`src/ubx_pkg.sv`:
```
`timescale 1ns / 1ps
`default_nettype none

package ubx_pkg;

    localparam logic [7:0] SYNC_FIRST  = 8'hB5;
    localparam logic [7:0] SYNC_SECOND = 8'h62;

    localparam logic [7:0] TARGET_CLASS_RESET = 8'd10;
    localparam logic [7:0] TARGET_ID_RESET    = 8'd4;

    // configuration register indexes
    localparam logic [7:0] CFG_TARGET_CLASS = 8'd0;
    localparam logic [7:0] CFG_TARGET_ID    = 8'd1;

    typedef enum logic [1:0] {
        EV_NONE     = 2'd0,
        EV_MATCH    = 2'd1,
        EV_OTHER    = 2'd2,
        EV_CK_FAIL  = 2'd3
    } t_event;

    typedef enum logic [8:0] {
        PH_SYNC1   = 9'b000000001,
        PH_SYNC2   = 9'b000000010,
        PH_CLASS   = 9'b000000100,
        PH_ID      = 9'b000001000,
        PH_LEN_LO  = 9'b000010000,
        PH_LEN_HI  = 9'b000100000,
        PH_PAYLOAD = 9'b001000000,
        PH_CK_A    = 9'b010000000,
        PH_CK_B    = 9'b100000000
    } t_phase;

    typedef struct packed {
        t_event      event_code;
        logic [7:0]  frame_class;
        logic [7:0]  frame_id;
        logic [15:0] payload_length;
        logic        payload_valid;
        logic [7:0]  payload_data;
        logic [15:0] payload_index;
    } t_result;

endpackage

`default_nettype wire

```
`src/ubx_parser.sv`:
```
`timescale 1ns / 1ps
`default_nettype none

module ubx_parser import ubx_pkg::*; (
    input  wire logic        i_clk,
    input  wire logic        i_rst_n,
    input  wire logic        i_take,
    input  wire logic [7:0]  i_rx_byte,
    input  wire logic [7:0]  i_target_class,
    input  wire logic [7:0]  i_target_id,
    output t_result          o_result
);

    t_phase      r_phase,  n_phase;
    logic [7:0]  r_sum_a,  n_sum_a;
    logic [7:0]  r_sum_b,  n_sum_b;
    logic [7:0]  r_class,  n_class;
    logic [7:0]  r_id,     n_id;
    logic [15:0] r_length, n_length;
    logic [15:0] r_count,  n_count;

    logic [7:0]  w_add_a;
    logic [7:0]  w_add_b;
    logic [15:0] w_count_inc;

    // Fletcher step on the incoming byte
    assign w_add_a     = r_sum_a + i_rx_byte;
    assign w_add_b     = r_sum_b + w_add_a;
    assign w_count_inc = r_count + 16'd1;

    always_comb begin
        n_phase  = r_phase;
        n_sum_a  = r_sum_a;
        n_sum_b  = r_sum_b;
        n_class  = r_class;
        n_id     = r_id;
        n_length = r_length;
        n_count  = r_count;
        o_result.event_code    = EV_NONE;
        o_result.payload_valid = 1'b0;
        o_result.payload_data  = 8'd0;
        o_result.payload_index = 16'd0;
        case (r_phase)
            PH_SYNC2: begin
                if (i_rx_byte == SYNC_SECOND) begin
                    n_phase = PH_CLASS;
                    n_sum_a = 8'd0;
                    n_sum_b = 8'd0;
                end else if (i_rx_byte != SYNC_FIRST) begin
                    n_phase = PH_SYNC1;
                end
            end
            PH_CLASS: begin
                n_class = i_rx_byte;
                n_sum_a = w_add_a;
                n_sum_b = w_add_b;
                n_phase = PH_ID;
            end
            PH_ID: begin
                n_id    = i_rx_byte;
                n_sum_a = w_add_a;
                n_sum_b = w_add_b;
                n_phase = PH_LEN_LO;
            end
            PH_LEN_LO: begin
                n_length = {8'd0, i_rx_byte};
                n_sum_a  = w_add_a;
                n_sum_b  = w_add_b;
                n_phase  = PH_LEN_HI;
            end
            PH_LEN_HI: begin
                n_length = {i_rx_byte, r_length[7:0]};
                n_sum_a  = w_add_a;
                n_sum_b  = w_add_b;
                n_count  = 16'd0;
                n_phase  = (n_length == 16'd0) ? PH_CK_A : PH_PAYLOAD;
            end
            PH_PAYLOAD: begin
                o_result.payload_valid = 1'b1;
                o_result.payload_data  = i_rx_byte;
                o_result.payload_index = r_count;
                n_sum_a = w_add_a;
                n_sum_b = w_add_b;
                n_count = w_count_inc;
                if (w_count_inc >= r_length) begin
                    n_phase = PH_CK_A;
                end
            end
            PH_CK_A: begin
                if (i_rx_byte == r_sum_a) begin
                    n_phase = PH_CK_B;
                end else begin
                    o_result.event_code = EV_CK_FAIL;
                    n_phase = PH_SYNC1;
                end
            end
            PH_CK_B: begin
                if (i_rx_byte != r_sum_b) begin
                    o_result.event_code = EV_CK_FAIL;
                end else if (r_class == i_target_class && r_id == i_target_id) begin
                    o_result.event_code = EV_MATCH;
                end else begin
                    o_result.event_code = EV_OTHER;
                end
                n_phase = PH_SYNC1;
            end
            default: begin
                n_phase = (i_rx_byte == SYNC_FIRST) ? PH_SYNC2 : PH_SYNC1;
            end
        endcase
        o_result.frame_class    = n_class;
        o_result.frame_id       = n_id;
        o_result.payload_length = n_length;
    end

    always_ff @(posedge i_clk) begin
        if (!i_rst_n) begin
            r_phase  <= PH_SYNC1;
            r_sum_a  <= 8'd0;
            r_sum_b  <= 8'd0;
            r_class  <= 8'd0;
            r_id     <= 8'd0;
            r_length <= 16'd0;
            r_count  <= 16'd0;
        end else if (i_take) begin
            r_phase  <= n_phase;
            r_sum_a  <= n_sum_a;
            r_sum_b  <= n_sum_b;
            r_class  <= n_class;
            r_id     <= n_id;
            r_length <= n_length;
            r_count  <= n_count;
        end
    end

endmodule

`default_nettype wire

```
`src/ubx_frame_receiver.sv`:
```
// UBX frame receiver.
// Input channel (i_valid / o_ready / i_rx_byte): one received serial byte
// per item. Output channel (o_valid / i_ready / o_*): exactly one result item
// per byte, carrying the frame's class, id and declared length, the payload
// byte with its index when the byte was payload, and on the last checksum
// byte (or a bad first checksum byte) the frame outcome: match, other, fail.
// Config channel (i_cfg_valid / o_cfg_ready): index 0 writes target_class,
// index 1 target_id; other indexes are ignored. Always ready; write only
// while idle.
// The result is registered and appears in the cycle after its byte is accepted.
// Throughput: one byte per cycle when not stalled, set by the single-pass
// parser between the frame state registers and the output register.
// Stall: the output register holds its item while i_ready is low; o_ready
// then drops, and rises again in the cycle the held item is taken, so a
// byte is accepted in the same cycle as the result is drained.
// Reset (synchronous, active low): parser waits for the first sync byte,
// sums and held fields are cleared, targets return to class 0x0A id 0x04,
// and the output register is emptied.
`timescale 1ns / 1ps
`default_nettype none

module ubx_frame_receiver import ubx_pkg::*; (
    input  wire logic        i_clk,
    input  wire logic        i_rst_n,
    // byte input
    input  wire logic        i_valid,
    output logic             o_ready,
    input  wire logic [7:0]  i_rx_byte,
    // result output
    output logic             o_valid,
    input  wire logic        i_ready,
    output logic [1:0]       o_frame_event,
    output logic [7:0]       o_frame_class,
    output logic [7:0]       o_frame_id,
    output logic [15:0]      o_payload_length,
    output logic             o_payload_valid,
    output logic [7:0]       o_payload_data,
    output logic [15:0]      o_payload_index,
    // configuration writes
    input  wire logic        i_cfg_valid,
    output logic             o_cfg_ready,
    input  wire logic [7:0]  i_cfg_index,
    input  wire logic [7:0]  i_cfg_data
);

    logic [7:0] r_target_class;
    logic [7:0] r_target_id;
    t_result    r_out;
    logic       r_out_valid;
    t_result    w_result;
    logic       w_take;

    // free output slot, or the held item leaves this cycle
    assign o_ready     = !r_out_valid || i_ready;
    assign w_take      = i_valid && o_ready;
    assign o_cfg_ready = 1'b1;

    ubx_parser u_parser (
        .i_clk          (i_clk),
        .i_rst_n        (i_rst_n),
        .i_take         (w_take),
        .i_rx_byte      (i_rx_byte),
        .i_target_class (r_target_class),
        .i_target_id    (r_target_id),
        .o_result       (w_result)
    );

    always_ff @(posedge i_clk) begin
        if (!i_rst_n) begin
            r_target_class <= TARGET_CLASS_RESET;
            r_target_id    <= TARGET_ID_RESET;
        end else if (i_cfg_valid) begin
            if (i_cfg_index == CFG_TARGET_CLASS) begin
                r_target_class <= i_cfg_data;
            end else if (i_cfg_index == CFG_TARGET_ID) begin
                r_target_id <= i_cfg_data;
            end
        end
    end

    // output register: valid is control, payload loads on accept only
    always_ff @(posedge i_clk) begin
        if (!i_rst_n) begin
            r_out_valid <= 1'b0;
        end else if (o_ready) begin
            r_out_valid <= i_valid;
        end
    end

    always_ff @(posedge i_clk) begin
        if (w_take) begin
            r_out <= w_result;
        end
    end

    assign o_valid          = r_out_valid;
    assign o_frame_event    = r_out.event_code;
    assign o_frame_class    = r_out.frame_class;
    assign o_frame_id       = r_out.frame_id;
    assign o_payload_length = r_out.payload_length;
    assign o_payload_valid  = r_out.payload_valid;
    assign o_payload_data   = r_out.payload_data;
    assign o_payload_index  = r_out.payload_index;

endmodule

`default_nettype wire

```
`config.mk`:
```
export PLATFORM = sky130hd
export DESIGN_NAME = ubx_frame_receiver
export DESIGN_NICKNAME = d
export VERILOG_FILES = /design/src/ubx_pkg.sv /design/src/ubx_parser.sv /design/src/ubx_frame_receiver.sv
export SDC_FILE = /design/constraint.sdc
export NUM_CORES = 1
export LEC_CHECK = 0
export BUFFER_PORTS_ARGS = -buffer_cell sky130_fd_sc_hd__buf_2
export CORE_ASPECT_RATIO = 0.9
export CORE_UTILIZATION = 30
export DETAILED_ROUTE_END_ITERATION = 10
export HOLD_SLACK_MARGIN = 0.15
export SYNTH_ARGS = -nofsm -noshare
export SYNTH_HDL_FRONTEND = slang
export SYNTH_SLANG_ARGS = --single-unit
```
`constraint.sdc`:
```
create_clock -name i_clk -period 4.09 [get_ports i_clk]
set_input_delay 0.818 -clock i_clk [delete_from_list [all_inputs] [get_ports i_clk]]
set_output_delay 0.818 -clock i_clk [all_outputs]
set_load 0.03 [all_outputs]
```
==> flow_metrics.py <==
metrics = {
    "timing": {
        "hold_viol_final": 0,
        "worst_pin_slew_ns": 1.10,
        "finalHoldWorstSlack_ns": 0.473,
        "maxSlewHeadroom": 0.262,
        "slew_violations": 0,
        "fmaxAchievable_mhz": 286,
        "period_needed_ns": 3.50,
        "grt_setup_unrepaired": "no",
        "fin_worst_skew_ns": 0.0101,
        "fin_crit_sh": 0.855,
        "setup-violations-final": 0,
        "setup-tns-final_ns": 0,
    },
    "grt": {
        "grt.met3_usage": 0.0327,
        "top_usage_layer": "met2",
        "globalRouteOverflowTotal": 0,
        "globalRouteMet2Util": 0.234,
        "grt_start_max_net_pins": 79,
        "grt_antenna_before_repair": 0,
        "grt.total_usage": 0.154,
        "number_of_global_route_vias_before_repair": 5582,
        "grt_util_met1": 0.218,
        "wire_length_of_the_first_global_routing_pass_mm": 30.7,
    },
    "logic_synthesis": {
        "main_combinational_cell_family_by_area_after_synthesis": "simple AND/OR/NAND/NOR gates",
        "muxShareOfSynthArea": 0.0607,
        "post-synth-top-count-cell": "sky130_fd_sc_hd__dfxtp_1",
        "xor_xnor_fraction_of_synth_area": 0.0612,
        "mappedNetlistNets": 827,
        "synthesis.yosys.warnings": 0,
        "yosys.area_share.simple": 0.174,
        "commonest_register_cell_after_synthesis": "sky130_fd_sc_hd__dfxtp_1",
        "share_of_the_yosys_chip_area_belonging_to_registers": 0.475,
        "syn_inst_count": 765,
        "mean_cell_area_of_the_mapped_netlist_um2": 9.84,
        "post_synth_main_area_contributors": "sky130_fd_sc_hd__dfxtp_1, sky130_fd_sc_hd__edfxtp_1, sky130_fd_sc_hd__ha_1",
        "number_of_enable_flip_flop_cells_after_synthesis": 59,
        "synth.largest_area_cell": "sky130_fd_sc_hd__dfxtp_1",
        "synthTopCellsByCount": "sky130_fd_sc_hd__dfxtp_1, sky130_fd_sc_hd__nand2_1, sky130_fd_sc_hd__nor2_1",
        "fraction_of_the_mapped_netlist_area_in_compound_gates": 0.129,
        "yosys.area.top_type_share": 0.239,
        "synthesized_area_um2": 7530,
        "synth.distinct_cells": 63,
        "synth-async-reset-ratio": 0,
        "ys_seq_elements": 149,
        "yosys.area_share.adder": 0.0568,
    },
    "clocking": {
        "cts_hold_buf": 0,
        "clock-sinks": 149,
        "cts_tree": "yes",
        "cts.path.max_buffers": 2,
        "cts_post_setup_buffers_inserted": 0,
        "cts.repair.resized": 0,
        "cts_inserted_buffers": 17,
        "clock_pin_transition_on_the_worst_setup_and_hold_timing_paths_ns": 0.06,
        "cts.htree.levels": 4,
        "clock-root-buffer": "sky130_fd_sc_hd__clkbuf_16",
        "clock_insertion_delay_worst_skew_ns": 0.43,
    },
    "power": {
        "vdd_ir_drop_max_v": 0.000217,
        "power.density_cell_area_nw_per_um2": 379,
        "report.power.total_mw": 3.36,
        "p_leak_nw": 3.46,
    },
    "floorplan": {
        "fp.dieH_um": 152,
        "design.core.area_um2": 24500,
        "die_area_um2": 25700,
        "boundaryPins": 91,
        "num_rows": 54,
        "start_util": 0.308,
        "dieWidth_um": 169,
    },
    "worst_setup_path": {
        "r2r_end": "u_parser.r_phase[5]",
        "start_kind": "register",
        "worst-setup-path-type": "register to register",
        "ff2ff_setup_slack_ns": 0.59,
        "timing.critical_path.required_ns": 4.42,
        "critPathArrivalTime_ns": 3.83,
        "end_kind": "register",
        "worstPathMaxFanout": 10,
        "crit-reg2reg-launch": "u_parser.r_count[0]",
        "worst-r2r-cell-count": 11,
    },
    "run_status": {
        "outcome": "finished clean",
    },
    "run": {
        "maxCapViolCount": 0,
    },
    "placement": {
        "placement.cell_area_um2": 8280,
        "place_congestion": 0.884,
        "buffer_ports.inserted": 89,
        "place_hpwl_mm": 13.4,
    },
    "routing": {
        "final_antenna_net_count": 0,
        "detail_route.drc_violations": 0,
        "detail_routed_net_length_per_standard_cell_um": 16.2,
        "detailedRoute.firstPassIterationCount": 5,
        "drt_wl_total_mm": 19.2,
        "post_drt_via_cell_ratio": 4.90,
        "drt-initial-drc-count": 444,
        "dr_total_vias": 5836,
    },
    "final_layout": {
        "nNetsFinal": 903,
        "antenna_cells_inserted": 0,
        "layout-drive-gt1-share": 0.194,
        "final_area_um2": 8860,
        "area_growth_pct": 17.7,
    },
    "min_path": {
        "worst_hold_path.endpoint": "u_parser.r_length[8]",
        "worstHoldStart": "u_parser.r_length[8]",
        "holdPathStages": 2,
        "worst_hold_path_type": "register to register",
    },
}
[metal layers]
layer,share of wire,routed length (µm),vias to the layer above
li1,-,-,2880
met1,0.49,9490,2796
met2,0.45,8570,144
met3,0.050,962,16
met4,0.011,218,0
met5,0,0,-
[report_power, final]
part	internal (mW)	leakage [nW]	total (mW)	switching [mW]
logic	0.0523	1.86	0.215	0.162
clock network	0.909	0.286	1.57	0.659
registers	1.57	1.32	1.58	0.00800
[cells in the final DEF, fill, tap and decap left out, types with 3 or more instances in the layout]
cell	count
sky130_fd_sc_hd__buf_2	89
sky130_fd_sc_hd__a21oi_1	47
sky130_fd_sc_hd__dfxtp_1	90
sky130_fd_sc_hd__nand3_1	17
sky130_fd_sc_hd__inv_1	34
sky130_fd_sc_hd__xnor2_1	25
sky130_fd_sc_hd__o21a_1	3
sky130_fd_sc_hd__buf_4	10
sky130_fd_sc_hd__xor2_1	25
sky130_fd_sc_hd__a31oi_1	4
sky130_fd_sc_hd__o211ai_1	3
sky130_fd_sc_hd__clkbuf_16	17
sky130_fd_sc_hd__edfxtp_1	59
sky130_fd_sc_hd__nor3_1	16
sky130_fd_sc_hd__mux2_2	21
sky130_fd_sc_hd__inv_6	3
sky130_fd_sc_hd__a211o_1	4
sky130_fd_sc_hd__and2_1	20
sky130_fd_sc_hd__a21o_1	6
sky130_fd_sc_hd__nor2_1	66
sky130_fd_sc_hd__ha_1	31
sky130_fd_sc_hd__nand4_1	14
sky130_fd_sc_hd__nand2b_1	3
sky130_fd_sc_hd__mux2i_1	22
sky130_fd_sc_hd__nor3_4	3
sky130_fd_sc_hd__nor2b_1	4
sky130_fd_sc_hd__or3_1	3
sky130_fd_sc_hd__clkinv_4	5
sky130_fd_sc_hd__nor4_1	8
sky130_fd_sc_hd__nand2_1	72
sky130_fd_sc_hd__or4_1	5
sky130_fd_sc_hd__a22o_1	8
sky130_fd_sc_hd__and3_1	6
sky130_fd_sc_hd__a22oi_1	24
sky130_fd_sc_hd__o21ai_0	37
sky130_fd_sc_hd__a21boi_0	4
sky130_fd_sc_hd__nor3b_1	3
[flip-flops by register name, indices dropped and copies added (netlist names)]
| name | flops |
|---|---|
| o_payload_data | 8 |
| u_parser.r_id | 8 |
| r_target_id | 8 |
| u_parser.r_phase | 9 |
| u_parser.r_sum_b | 8 |
| o_frame_class | 8 |
| u_parser.r_length | 16 |
| o_payload_index | 16 |
| u_parser.r_class | 8 |
| o_frame_id | 8 |
| o_payload_length | 16 |
| o_payload_valid | 1 |
| o_frame_event | 2 |
| o_valid | 1 |
| r_target_class | 8 |
| u_parser.r_sum_a | 8 |
| u_parser.r_count | 16 |
[through the flow]
step	std cells	setup WS, ns	utilization
CTS	1190	0.613	0.362
detailed placement	1158	0.220	0.339
global route	1190	0.134	0.362
global placement	1158	0.334	0.339
finish	1190	0.592	0.362
floorplan	765	0.186	-
[layout make-up]
cell class              instances  area (µm²)
clock buffers                  19         433
clock inverters                13         150
fillers                      2542       15600
inverters                      36         135
multi-input cells             538        3630
flip-flops and latches        149        3570
well taps                     336         420
repair buffers                 99         520
[cell families after synthesis]
group	Yosys count
mux	43
compound gates	154
buf+inv	78
other cells	1
simple gates	256
fa+ha+maj	33
xor+xnor	51
flops	149
[worst max-delay path: stages, from the launching register on]
cell                       delay [ns]
sky130_fd_sc_hd__dfxtp_1         0.44
sky130_fd_sc_hd__nand4_1         0.16
sky130_fd_sc_hd__nor3_1          0.43
sky130_fd_sc_hd__nand4_1         0.17
sky130_fd_sc_hd__xnor2_1         0.23
sky130_fd_sc_hd__ha_1            0.28
sky130_fd_sc_hd__a21o_1          0.18
sky130_fd_sc_hd__a21o_1          0.17
sky130_fd_sc_hd__a211oi_1        0.52
sky130_fd_sc_hd__o2111a_1        0.52
sky130_fd_sc_hd__nor3_4          0.12
sky130_fd_sc_hd__o21a_1          0.18
[worst max-delay path by stage]
stage,slack [ns],end,startpoint,cells past startpoint
2_1_floorplan,0.19,o_frame_class[0],i_ready,5
3_3_place_gp,0.33,u_parser.r_sum_b[7],i_rx_byte[1],14
6_report,0.59,u_parser.r_phase[5],u_parser.r_count[0],11
3_5_place_dp,0.22,u_parser.r_sum_b[7],i_rx_byte[1],14
5_1_grt,0.13,u_parser.r_phase[3],u_parser.r_count[0],11
4_1_cts,0.61,u_parser.r_phase[5],u_parser.r_count[0],11
Note: power is estimated with default switching activity, not from simulation.
